===== src/sis_pkg.sv =====
`timescale 1ns / 1ps

package sis_pkg;

    // Command codes carried on the command port
    typedef enum logic [1:0] {
        CMD_ADD    = 2'd0,
        CMD_REMOVE = 2'd1,
        CMD_TEST   = 2'd2,
        CMD_READ   = 2'd3
    } t_cmd;

    // Sequencer states: clear the sparse table after reset, then per command
    // fetch from both tables, then check and write back
    typedef enum logic [1:0] {
        ST_IDLE,
        ST_FETCH,
        ST_CHECK,
        ST_CLEAR
    } t_state;

    localparam int ELEM_W  = 9;
    localparam int COUNT_W = 9;
    localparam int VALUE_W = 8;

endpackage


===== src/sis_ram.sv =====
`timescale 1ns / 1ps

module sis_ram #(
    parameter int WIDTH = 8,
    parameter int DEPTH = 256
) (
    input  logic                     i_clk,
    input  logic                     i_we,
    input  logic [$clog2(DEPTH)-1:0] i_waddr,
    input  logic [WIDTH-1:0]         i_wdata,
    input  logic                     i_re,
    input  logic [$clog2(DEPTH)-1:0] i_raddr,
    output logic [WIDTH-1:0]         o_rdata
);

    logic [WIDTH-1:0] r_mem [DEPTH];
    logic [WIDTH-1:0] r_rdata;

    always_ff @(posedge i_clk) begin
        if (i_we) begin
            r_mem[i_waddr] <= i_wdata;
        end
    end

    // Registered read: data appears the cycle after the address
    always_ff @(posedge i_clk) begin
        if (i_re) begin
            r_rdata <= r_mem[i_raddr];
        end
    end

    assign o_rdata = r_rdata;

endmodule


===== src/sparse_integer_set.sv =====
`timescale 1ns / 1ps

// Sparse integer set over 0..UNIVERSE-1 (sparse index table, packed table, count).
//
// Command channel: drive i_command and i_element with start high; the command
// transfers at the rising edge where start is high and busy is low. busy stays
// high while the command is fetched and checked, so no new command is taken
// before the last one is through, as the two registered-read memories are read
// in turn: the sparse table gives the packed position, which then addresses
// the packed table, and the write back follows in the check cycle.
//
// Result channel: o_valid is registered from the check state and stays high
// for exactly one cycle, with o_was_member, o_member_count, o_read_value and
// o_status. The receiver cannot stall; a result not taken in that cycle is gone.
//
// Reset (i_rst_n low, synchronous) clears the count and starts a clearing pass
// that zeroes the sparse table, one entry per cycle; busy stays high until the
// last entry is cleared. The packed table is not cleared: only entries at
// positions below the count are used, and those were always written.
module sparse_integer_set #(
    parameter int UNIVERSE = 256
) (
    input  logic                        i_clk,
    input  logic                        i_rst_n,
    input  logic                        start,
    output logic                        busy,
    input  logic [1:0]                  i_command,
    input  logic [sis_pkg::ELEM_W-1:0]  i_element,
    output logic                        o_valid,
    output logic                        o_was_member,
    output logic [sis_pkg::COUNT_W-1:0] o_member_count,
    output logic [sis_pkg::VALUE_W-1:0] o_read_value,
    output logic                        o_status
);

    import sis_pkg::*;

    localparam int IDX_W = $clog2(UNIVERSE);
    localparam int CNT_W = $clog2(UNIVERSE + 1);

    // Sequencer and control
    t_state r_state, n_state;
    logic   r_valid, n_valid;
    logic [CNT_W-1:0] r_total, n_total;
    logic [IDX_W-1:0] r_clr_addr, n_clr_addr;

    // Command held for the duration of its work
    t_cmd              r_cmd;
    logic [ELEM_W-1:0] r_elem;

    // Fetched table data
    logic [IDX_W-1:0] r_pos, n_pos;
    logic [IDX_W-1:0] r_moved, n_moved;

    // Result payload
    logic               r_was, n_was;
    logic [VALUE_W-1:0] r_value, n_value;
    logic               r_status, n_status;

    // Memory ports
    logic             sp_we, sp_re, pk_we, pk_re;
    logic [IDX_W-1:0] sp_waddr, sp_wdata, sp_raddr, sp_rdata;
    logic [IDX_W-1:0] pk_waddr, pk_wdata, pk_raddr, pk_rdata;

    logic             w_accept;
    logic [31:0]      w_in32, w_elem32, w_total32, w_moved32, w_count32;
    logic [IDX_W-1:0] w_in_idx, w_elem_idx, w_last_idx, w_total_idx;
    logic             w_elem_ok, w_pos_ok, w_hit, w_is_mem, w_read_ok, w_full;

    assign w_accept  = start && !busy;
    assign busy      = (r_state != ST_IDLE);

    assign w_in32      = 32'(i_element);
    assign w_elem32    = 32'(r_elem);
    assign w_total32   = 32'(r_total);
    assign w_moved32   = 32'(r_moved);
    assign w_in_idx    = w_in32[IDX_W-1:0];
    assign w_elem_idx  = w_elem32[IDX_W-1:0];
    assign w_total_idx = r_total[IDX_W-1:0];
    // Wraps when the set is empty; the fetched value is then never used
    assign w_last_idx  = w_total_idx - IDX_W'(1);

    // Membership check, valid in the check cycle
    assign w_elem_ok = (w_elem32 < 32'(UNIVERSE));
    assign w_pos_ok  = (32'(r_pos) < w_total32);
    assign w_hit     = (32'(pk_rdata) == w_elem32);
    assign w_is_mem  = w_elem_ok && w_pos_ok && w_hit;
    assign w_read_ok = (w_elem32 < w_total32);
    assign w_full    = (r_total == CNT_W'(UNIVERSE));

    sis_ram #(.WIDTH(IDX_W), .DEPTH(UNIVERSE)) u_sparse (
        .i_clk   (i_clk),
        .i_we    (sp_we),
        .i_waddr (sp_waddr),
        .i_wdata (sp_wdata),
        .i_re    (sp_re),
        .i_raddr (sp_raddr),
        .o_rdata (sp_rdata)
    );

    sis_ram #(.WIDTH(IDX_W), .DEPTH(UNIVERSE)) u_packed (
        .i_clk   (i_clk),
        .i_we    (pk_we),
        .i_waddr (pk_waddr),
        .i_wdata (pk_wdata),
        .i_re    (pk_re),
        .i_raddr (pk_raddr),
        .o_rdata (pk_rdata)
    );

    // Next state
    always_comb begin
        n_state = r_state;
        unique case (r_state)
            ST_CLEAR: begin
                if (r_clr_addr == IDX_W'(UNIVERSE - 1)) begin
                    n_state = ST_IDLE;
                end
            end
            ST_IDLE: begin
                if (w_accept) begin
                    n_state = ST_FETCH;
                end
            end
            ST_FETCH: n_state = ST_CHECK;
            ST_CHECK: n_state = ST_IDLE;
            default:  n_state = ST_IDLE;
        endcase
    end

    // Memory accesses and result
    always_comb begin
        sp_re      = 1'b0;
        sp_raddr   = w_in_idx;
        sp_we      = 1'b0;
        sp_waddr   = w_elem_idx;
        sp_wdata   = w_total_idx;
        pk_re      = 1'b0;
        pk_raddr   = w_last_idx;
        pk_we      = 1'b0;
        pk_waddr   = w_total_idx;
        pk_wdata   = w_elem_idx;
        n_clr_addr = r_clr_addr;
        n_pos      = r_pos;
        n_moved    = r_moved;
        n_total    = r_total;
        n_valid    = 1'b0;
        n_was      = r_was;
        n_value    = r_value;
        n_status   = r_status;
        unique case (r_state)
            ST_CLEAR: begin
                // Zero one sparse entry per cycle and advance
                sp_we      = 1'b1;
                sp_waddr   = r_clr_addr;
                sp_wdata   = '0;
                n_clr_addr = r_clr_addr + IDX_W'(1);
            end
            ST_IDLE: begin
                // Read the element's packed position and the last packed entry;
                // a read command fetches the requested position instead
                if (w_accept) begin
                    sp_re = 1'b1;
                    pk_re = 1'b1;
                    if (t_cmd'(i_command) == CMD_READ) begin
                        pk_raddr = w_in_idx;
                    end
                end
            end
            ST_FETCH: begin
                // Hold the fetched data and confirm the packed slot
                n_moved  = pk_rdata;
                n_pos    = sp_rdata;
                pk_re    = 1'b1;
                pk_raddr = sp_rdata;
            end
            ST_CHECK: begin
                n_valid  = 1'b1;
                n_was    = 1'b0;
                n_value  = '0;
                n_status = 1'b0;
                if (r_cmd == CMD_READ) begin
                    if (w_read_ok) begin
                        n_value = w_moved32[VALUE_W-1:0];
                    end else begin
                        n_status = 1'b1;
                    end
                end else if (!w_elem_ok) begin
                    n_status = 1'b1;
                end else begin
                    n_was = w_is_mem;
                    if (r_cmd == CMD_ADD && !w_is_mem && !w_full) begin
                        // Append at the end of the packed table
                        sp_we   = 1'b1;
                        pk_we   = 1'b1;
                        n_total = r_total + CNT_W'(1);
                    end else if (r_cmd == CMD_REMOVE && w_is_mem) begin
                        // Move the last entry into the freed slot
                        pk_we    = 1'b1;
                        pk_waddr = r_pos;
                        pk_wdata = r_moved;
                        sp_we    = 1'b1;
                        sp_waddr = r_moved;
                        sp_wdata = r_pos;
                        n_total  = r_total - CNT_W'(1);
                    end
                end
            end
            default: ;
        endcase
    end

    always_ff @(posedge i_clk) begin
        if (!i_rst_n) begin
            r_state    <= ST_CLEAR;
            r_valid    <= 1'b0;
            r_total    <= '0;
            r_clr_addr <= '0;
        end else begin
            r_state    <= n_state;
            r_valid    <= n_valid;
            r_total    <= n_total;
            r_clr_addr <= n_clr_addr;
        end
    end

    always_ff @(posedge i_clk) begin
        if (w_accept) begin
            r_cmd  <= t_cmd'(i_command);
            r_elem <= i_element;
        end
        r_pos    <= n_pos;
        r_moved  <= n_moved;
        r_was    <= n_was;
        r_value  <= n_value;
        r_status <= n_status;
    end

    assign w_count32      = 32'(r_total);
    assign o_valid        = r_valid;
    assign o_was_member   = r_was;
    assign o_member_count = w_count32[COUNT_W-1:0];
    assign o_read_value   = r_value;
    assign o_status       = r_status;

    // A transferred command always yields a result strobe after its fetch and check
    a_result_latency: assert property (@(posedge i_clk) disable iff (!i_rst_n)
        w_accept |-> ##3 o_valid)
        else $error("result strobe missing after command transfer");

    // The count never passes the universe size
    a_count_bound: assert property (@(posedge i_clk) disable iff (!i_rst_n)
        32'(r_total) <= 32'(UNIVERSE))
        else $error("member count above universe size");

    // Only the check cycle may change the count
    a_count_stable: assert property (@(posedge i_clk) disable iff (!i_rst_n)
        (r_state != ST_CHECK) |=> $stable(r_total))
        else $error("member count changed outside check cycle");

    // Table writes happen only in the check cycle or the clearing pass
    a_write_window: assert property (@(posedge i_clk) disable iff (!i_rst_n)
        (sp_we || pk_we) |-> (r_state == ST_CHECK || r_state == ST_CLEAR))
        else $error("table write outside check cycle");

    // No new command while a result is being formed
    a_no_overlap: assert property (@(posedge i_clk) disable iff (!i_rst_n)
        w_accept |=> !w_accept ##1 !w_accept)
        else $error("command transferred while busy");

endmodule


===== config.mk =====
export PLATFORM = sky130hd
export DESIGN_NAME = sparse_integer_set
export DESIGN_NICKNAME = d
export VERILOG_FILES = /design/src/sis_pkg.sv /design/src/sis_ram.sv /design/src/sparse_integer_set.sv
export SDC_FILE = /design/constraint.sdc
export NUM_CORES = 2
export LEC_CHECK = 0
export ABC_AREA = 1
export BUFFER_PORTS_ARGS = -buffer_cell sky130_fd_sc_hd__buf_2
export CORE_ASPECT_RATIO = 1.5
export CORE_UTILIZATION = 55
export CTS_BUF_LIST = sky130_fd_sc_hd__clkbuf_8 sky130_fd_sc_hd__clkbuf_16
export DETAILED_ROUTE_END_ITERATION = 10
export GPL_ROUTABILITY_DRIVEN = 0
export HOLD_SLACK_MARGIN = 0.15
export PLACE_DENSITY_LB_ADDON = 0.05
export SETUP_SLACK_MARGIN = 0.1
export SYNTH_ARGS = -nofsm -noshare
export SYNTH_HDL_FRONTEND = slang
export SYNTH_SLANG_ARGS = --single-unit

===== constraint.sdc =====
create_clock -name i_clk -period 23.4 [get_ports i_clk]
set_input_delay 2.34 -clock i_clk [delete_from_list [all_inputs] [get_ports i_clk]]
set_output_delay 2.34 -clock i_clk [all_outputs]
set_load 0.01 [all_outputs]

* Word-level counts from Yosys, hierarchy flattened *
Memories as Yosys holds them, arrays and structs flattened. A register that Yosys moved wholly into a read port is not among the register bits.
Cells that the tools add are included.
W data, S select, Z words.

operators by class
  add/subtract/negate cells = 4
  $mul = 0
  divide/modulo/power cells = 0
  $lt $le $gt $ge = 3
  equal/unequal tests = 11
  shifts and indexed selects = 0
  mux-type cells = 37
  bitwise operators = 2
  reduce and logical (&&, ||, !) cells = 17

operator list
  operator               count
  $mux W8                12
  $pmux W8 S2            3
  $mux W9                2
  $mux W1                15
  $add A9 B1 Y9 const B  1
  $eq A8 B9 Y1           1
  $eq A9 B9 Y1 const B   1
  $lt A8 B9 Y1           1
  $lt A9 B9 Y1           1
  $lt A9 B9 Y1 const B   1
  $sub A9 B1 Y9 const B  1
  $add A8 B1 Y8 const B  1
  $eq A2 B2 Y1 const B   4
  $eq A8 B8 Y1 const B   1
  $pmux W2 S4            1
  $sub A8 B1 Y8 const B  1
  $logic_and A1 B1 Y1    6
  $eq A2 B1 Y1 const B   2
  $logic_not A2 Y1       2
  $mux W2                2
  $ne A2 B2 Y1 const B   2
  $pmux W1 S2            2
  $reduce_and A2 Y1      2
  $reduce_and A4 Y1      1
  other kinds (4)        8

storage, ports and cells
  register bits after elaboration = 57
  latch bits = 0
  RAM bits = 4096
  ROM bits = 0
  input port bits = 14
  output and inout port bits = 21
  logic and storage cells = 87
  memories = 2

memories
  name            depth  width  rd ports  clocked after Yosys merged registers in  wr ports  RTL line       RTL
  u_packed.r_mem  256    8      1         1                                        1         sis_ram.sv:16  logic [WIDTH-1:0] r_mem [DEPTH];
  u_sparse.r_mem  256    8      1         1                                        1         sis_ram.sv:16

* Longest topological paths before layout *
  word-level depth = 12
  gate-level depth with buffers = 21
  mapped depth without buffers = 20

* By module *
A second synthesis with hierarchy kept.

unflattened totals
  cell total of the unflattened synthesis = 14451
  area, all modules = 170541.1 um2

modules (own cells, without submodules)
  module              instances  cells an instance  area an instance (um2)  seq. area each (um2)
  sis_ram             2          7003               83476.3                 61739.2
  sparse_integer_set  1          445                3588.4                  1511.4

* Worst setup path before layout *
No wires, ideal clock.

  kind = register to register
  start point = register r_state[1]
  end point = memory u_packed.r_mem[0][0], data pin
  setup time = 2.197 ns
  arrival time = 11.187 ns
  required time = 21.203 ns
  slack = 10.016 ns
  stages on the path, launching flop included = 7
  buffers on the path = 3
  period minus slack after synthesis = 13.384 ns
  path through = dfxtp_1 -> buf_2 -> inv_2 -> nor2_1 -> clkbuf_1 -> clkbuf_1 -> o21ai_0

on the way
  cells in the longest elaborated chain, start to end = 2

ends and longest elaborated chain
  element                   RTL line                   RTL
  start: declaration        sparse_integer_set.sv:42   t_state r_state, n_state;
  start signal: assignment  sparse_integer_set.sv:220  r_state <= n_state;
  $eq A2 B2 Y1              sparse_integer_set.sv:151  unique case (r_state)
  $mux W8                   sparse_integer_set.sv:151
  via pk_wdata[0]           sparse_integer_set.sv:63   logic [IDX_W-1:0] pk_waddr, pk_wdata, pk_raddr, pk_rdata;
  end: declaration          sis_ram.sv:16

The timed path passes the listed nets, and every way through them passes these cells.

* Final worst setup path *
  start point = input port i_command[0]
  end point = register u_packed.r_rdata[5] (netlist: u_packed.o_rdata[5]) (read register of u_packed.r_mem), data pin

on the way
  cells in the longest elaborated chain, start to end = 4

ends and longest elaborated chain
  element             RTL line                   RTL
  start: declaration  sparse_integer_set.sv:27   input logic [1:0] i_command,
  $eq A2 B2 Y1        sparse_integer_set.sv:165  if (t_cmd'(i_command) == CMD_READ) begin
  $mux W8             sparse_integer_set.sv:165
  $mux W8             sparse_integer_set.sv:162  if (w_accept) begin
  $pmux W8 S2         sparse_integer_set.sv:151
  end: declaration    sis_ram.sv:17              logic [WIDTH-1:0] r_rdata;

No other way between the ends.
A chain may end at the register's enable or synchronous reset.

==> impl_metrics.csv <==
group,metric,value,unit
logic_synthesis,synth_seq_cells,4169,
sta,setup_viol,0,
global_routing,grt_antenna_before_repair,11,
hold_path,hp-start,"u_sparse.o_rdata[0]$_DFFE_PP_",
finish,multi_input_area,0.0404,mm²
global_routing,track_usage,0.308,
global_routing,gr-total-overflow,0,
sta,min_period,9.30,ns
pwr,p_per_area,77.4,mW/mm²
die,die_x,462,µm
routing,drt_pass1_iterations,9,
finish,register_area,0.125,mm²
global_routing,grt_pass1_vias,111000,
worst_setup_path,worst_path_most_repeated_cell,"nand3_1",
sta,fmax,108,MHz
worst_setup_path,critPathKind,"input pin to flip-flop",
global_routing,grt_pass1_wl,729,mm
finish,area.growth.synth_to_final,8.78,%
job,drv_cap,0,
routing,viasPerCell,6.05,
worst_setup_path,crit_path_start_kind,"input pin",
sta,slew_headroom,0.156,
routing,postRouteAntennaNets,0,
clocking,clock_tree.root_cell,"clkbuf_16",
worst_setup_path,reg2reg_from,"r_state[0]$_SDFFE_PN1P_",
finish,fin_nets,14500,
clocking,cts_setup_buffers,0,
routing,drc,0,
sta,slew_violations,0,
finish,fillerInstances,25300,
die,start_util,0.554,
clocking,ctsLongestPathBuffers,4,
placement,dp_cells,18200,
worst_setup_path,required,24.07,ns
clocking,postCtsHoldBufs,0,
routing,drt_iter0_drc,12500,
routing,wl,497,mm
logic_synthesis,syn_area,0.174,mm²
worst_setup_path,crit_slowest_cell,"buf_4",
pwr,peakVddDrop,0.0754,mV
logic_synthesis,synth_nets,14900,
run_status,outcome,"finished clean",
logic_synthesis,ys_types,49,
clocking,ctsResizeCount,0,
worst_setup_path,cp.arrival,9.97,ns
worst_setup_path,cp-end-kind,"flip-flop",
routing,num_vias,114000,
die,rows,252,
placement,numPortBuffers,34,
die,fp.coreArea,0.315,mm²
global_routing,grt_max_degree,241,
die,ios,35,
sta,rsz0062_at_grt,"false",
die,die_h,691,µm
die,die_area,0.319,mm²
clocking,path_clk_slew,0.06,ns
placement,dp_hpwl,285,mm
sta,setup_tns,0,ns
sta,fin_crit_sh,0.397,
logic_synthesis,yosysWarnings,0,
worst_setup_path,critPathMaxFanout,103,
pwr,p_leak,0.0619,µW
worst_setup_path,startpoint,"i_command[0]",
clocking,h-tree-depth,5,
logic_synthesis,synth_area_per_cell,11.7,µm²
clocking,clock_sinks,4169,
sta,hold_viol_final,0,
clocking,cts_tree,"done",
finish,drive_above_1_share,0.0604,
clocking,cts_buffers,390,
logic_synthesis,synth-seq-area-share,0.717,
sta,tightest_slew,1.27,ns
clocking,insertion_delay,0.96,ns
routing,wire_per_inst,26.3,µm
hold_path,min_path_type,"flip-flop to flip-flop",
sta,skew,0.0555,ns
finish,finalNonFillerCells,18900,
worst_setup_path,slowest_delay,0.85,ns
logic_synthesis,syn_inst,14900,
worst_setup_path,crit_chain,"buf_2 -> nand2_1 -> inv_1 -> nand3_1 -> nand2_4 -> nand3_4 -> buf_4 -> buf_4 -> buf_4 -> buf_4 -> o21ai_0 -> nand2_1 -> nand3_1 -> nand3_1 -> nand3_1 -> nand3_1 -> nand3_1 -> nand3_1 -> nand2_1",
-- state kept, by name (all words and copies together) (netlist names), 2 cells and up --
register / cells
u_packed.r_mem: 2048
u_sparse.r_mem: 2048
o_member_count: 9
r_elem: 9
o_read_value: 8
r_clr_addr: 8
r_moved: 8
r_pos: 8
u_packed.o_rdata: 8
u_sparse.o_rdata: 8
r_cmd: 2
r_state: 2
-- layer usage --
metal  track usage  wire (µm)  vias to the layer above
met3        0.0420      33400                     1082
met2         0.523     248000                     4600
met4         0.173      31500                        4
met5             0         25                        -
li1              -          -                    52000
met1         0.378     184000                    56800
-- power breakdown --
| part | switching, µW | internal [µW] | leakage (µW) |
|---|---|---|---|
| Combinational | 270 | 80.6 | 0.0213 |
| Sequential | 1.14 | 8090 | 0.0343 |
| Clock | 2760 | 3470 | 0.00630 |
| Total | 3030 | 11600 | 0.0619 |
-- placed cells by master, fill, tap and decap left out, types with 4 or more instances in the layout --
| master | instances |
|---|---|
| clkinvlp_4 | 22 |
| nand2_1 | 2176 |
| nor3_1 | 4 |
| nand4_1 | 364 |
| inv_6 | 9 |
| buf_4 | 149 |
| edfxtp_1 | 4149 |
| bufinv_16 | 35 |
| and3_1 | 8 |
| xnor2_1 | 6 |
| nor2_1 | 1590 |
| clkinv_8 | 5 |
| nand2_4 | 8 |
| clkinv_2 | 51 |
| inv_2 | 19 |
| ha_1 | 24 |
| o21ai_4 | 16 |
| o21ai_0 | 1362 |
| o22ai_1 | 520 |
| nor2_8 | 8 |
| o21ai_1 | 18 |
| clkinv_4 | 5 |
| nor2_4 | 14 |
| nand3_4 | 17 |
| clkinv_1 | 92 |
| a31oi_1 | 9 |
| inv_8 | 6 |
| clkbuf_16 | 398 |
| nand3_1 | 1762 |
| xor2_1 | 5 |
| dfxtp_1 | 20 |
| o211ai_1 | 354 |
| inv_1 | 1334 |
| diode_2 | 7 |
| nand3_2 | 21 |
| a21oi_1 | 26 |
| nand2_2 | 28 |
| buf_2 | 30 |
| buf_12 | 19 |
| o21ai_2 | 6 |
-- final cells by class --
cell class / count / area share
Antenna cell: 7 / 0.0000924
Tap cell: 4191 / 0.0277
Timing Repair Buffer: 201 / 0.00894
Multi-Input combinational cell: 8373 / 0.213
Clock inverter: 300 / 0.0123
Sequential cell: 4169 / 0.659
Clock buffer: 401 / 0.0528
Inverter: 1281 / 0.0256
-- cells in the mapped netlist, drive strengths merged --
cell        n  area share
o31ai       3     0.00021
xnor2       6     0.00030
a21oi      32      0.0010
nor3        4     0.00011
and2        1    0.000036
o211ai    355       0.015
o2111a      1    0.000065
nor2     1615       0.036
nand3b      1    0.000043
o22ai     520       0.019
nand3    1800       0.053
a311oi      1    0.000050
o2111ai     1    0.000050
and3        8     0.00029
ha         24      0.0017
a31oi       9     0.00032
o21ai    1402       0.040
inv      1280       0.028
dfxtp      20      0.0023
nand4     364       0.013
clkbuf    743       0.016
xor2        5     0.00025
edfxtp   4149        0.71
o21bai      2    0.000086
buf       306      0.0088
o221ai      4     0.00020
clkinv      1    0.000022
fa          1     0.00011
o21a        2    0.000086
nand2    2212       0.048
-- worst max-delay path, delay by kind of cell --
family	cells	cell delay (ns)
AO/OA/AOI/OAI	1	0.18
AND/OR/NAND/NOR	12	3.78
buffers and inverters	6	3.36
-- worst paths after layout --
check	slack (ns)	depth (start not counted)	end
worst max register to register	15.41	18	u_packed.o_rdata[5]$_DFFE_PP_
worst min-delay path	0.49	0	r_pos[0]$_DFFE_PP_
worst min register to register	0.49	0	r_pos[0]$_DFFE_PP_
worst max-delay path	14.10	19	u_packed.o_rdata[5]$_DFFE_PP_
-- cell families after synthesis --
logic type / Yosys count / synth area share
fa+ha+maj: 25 / 0.00184
flops: 4169 / 0.717
simple gates: 6005 / 0.151
xor+xnor: 11 / 0.000553
compound gates: 2332 / 0.0765
buf+inv: 2330 / 0.0525
-- per-stage QoR --
step                cell area, µm²  setup slack, ns  total power, µW  hold slack (ns)   util
floorplan                   174000            10.02             8460            0.421      -
global placement            177000            13.63             8590            0.467  0.563
detailed placement          177000            13.55             8590            0.464  0.563
CTS                         190000            14.52            14700            0.477  0.602
global route                190000            13.86            15000            0.485  0.602
finish                      190000            14.10            14700            0.486  0.602
(Power assumes the default switching activity.)
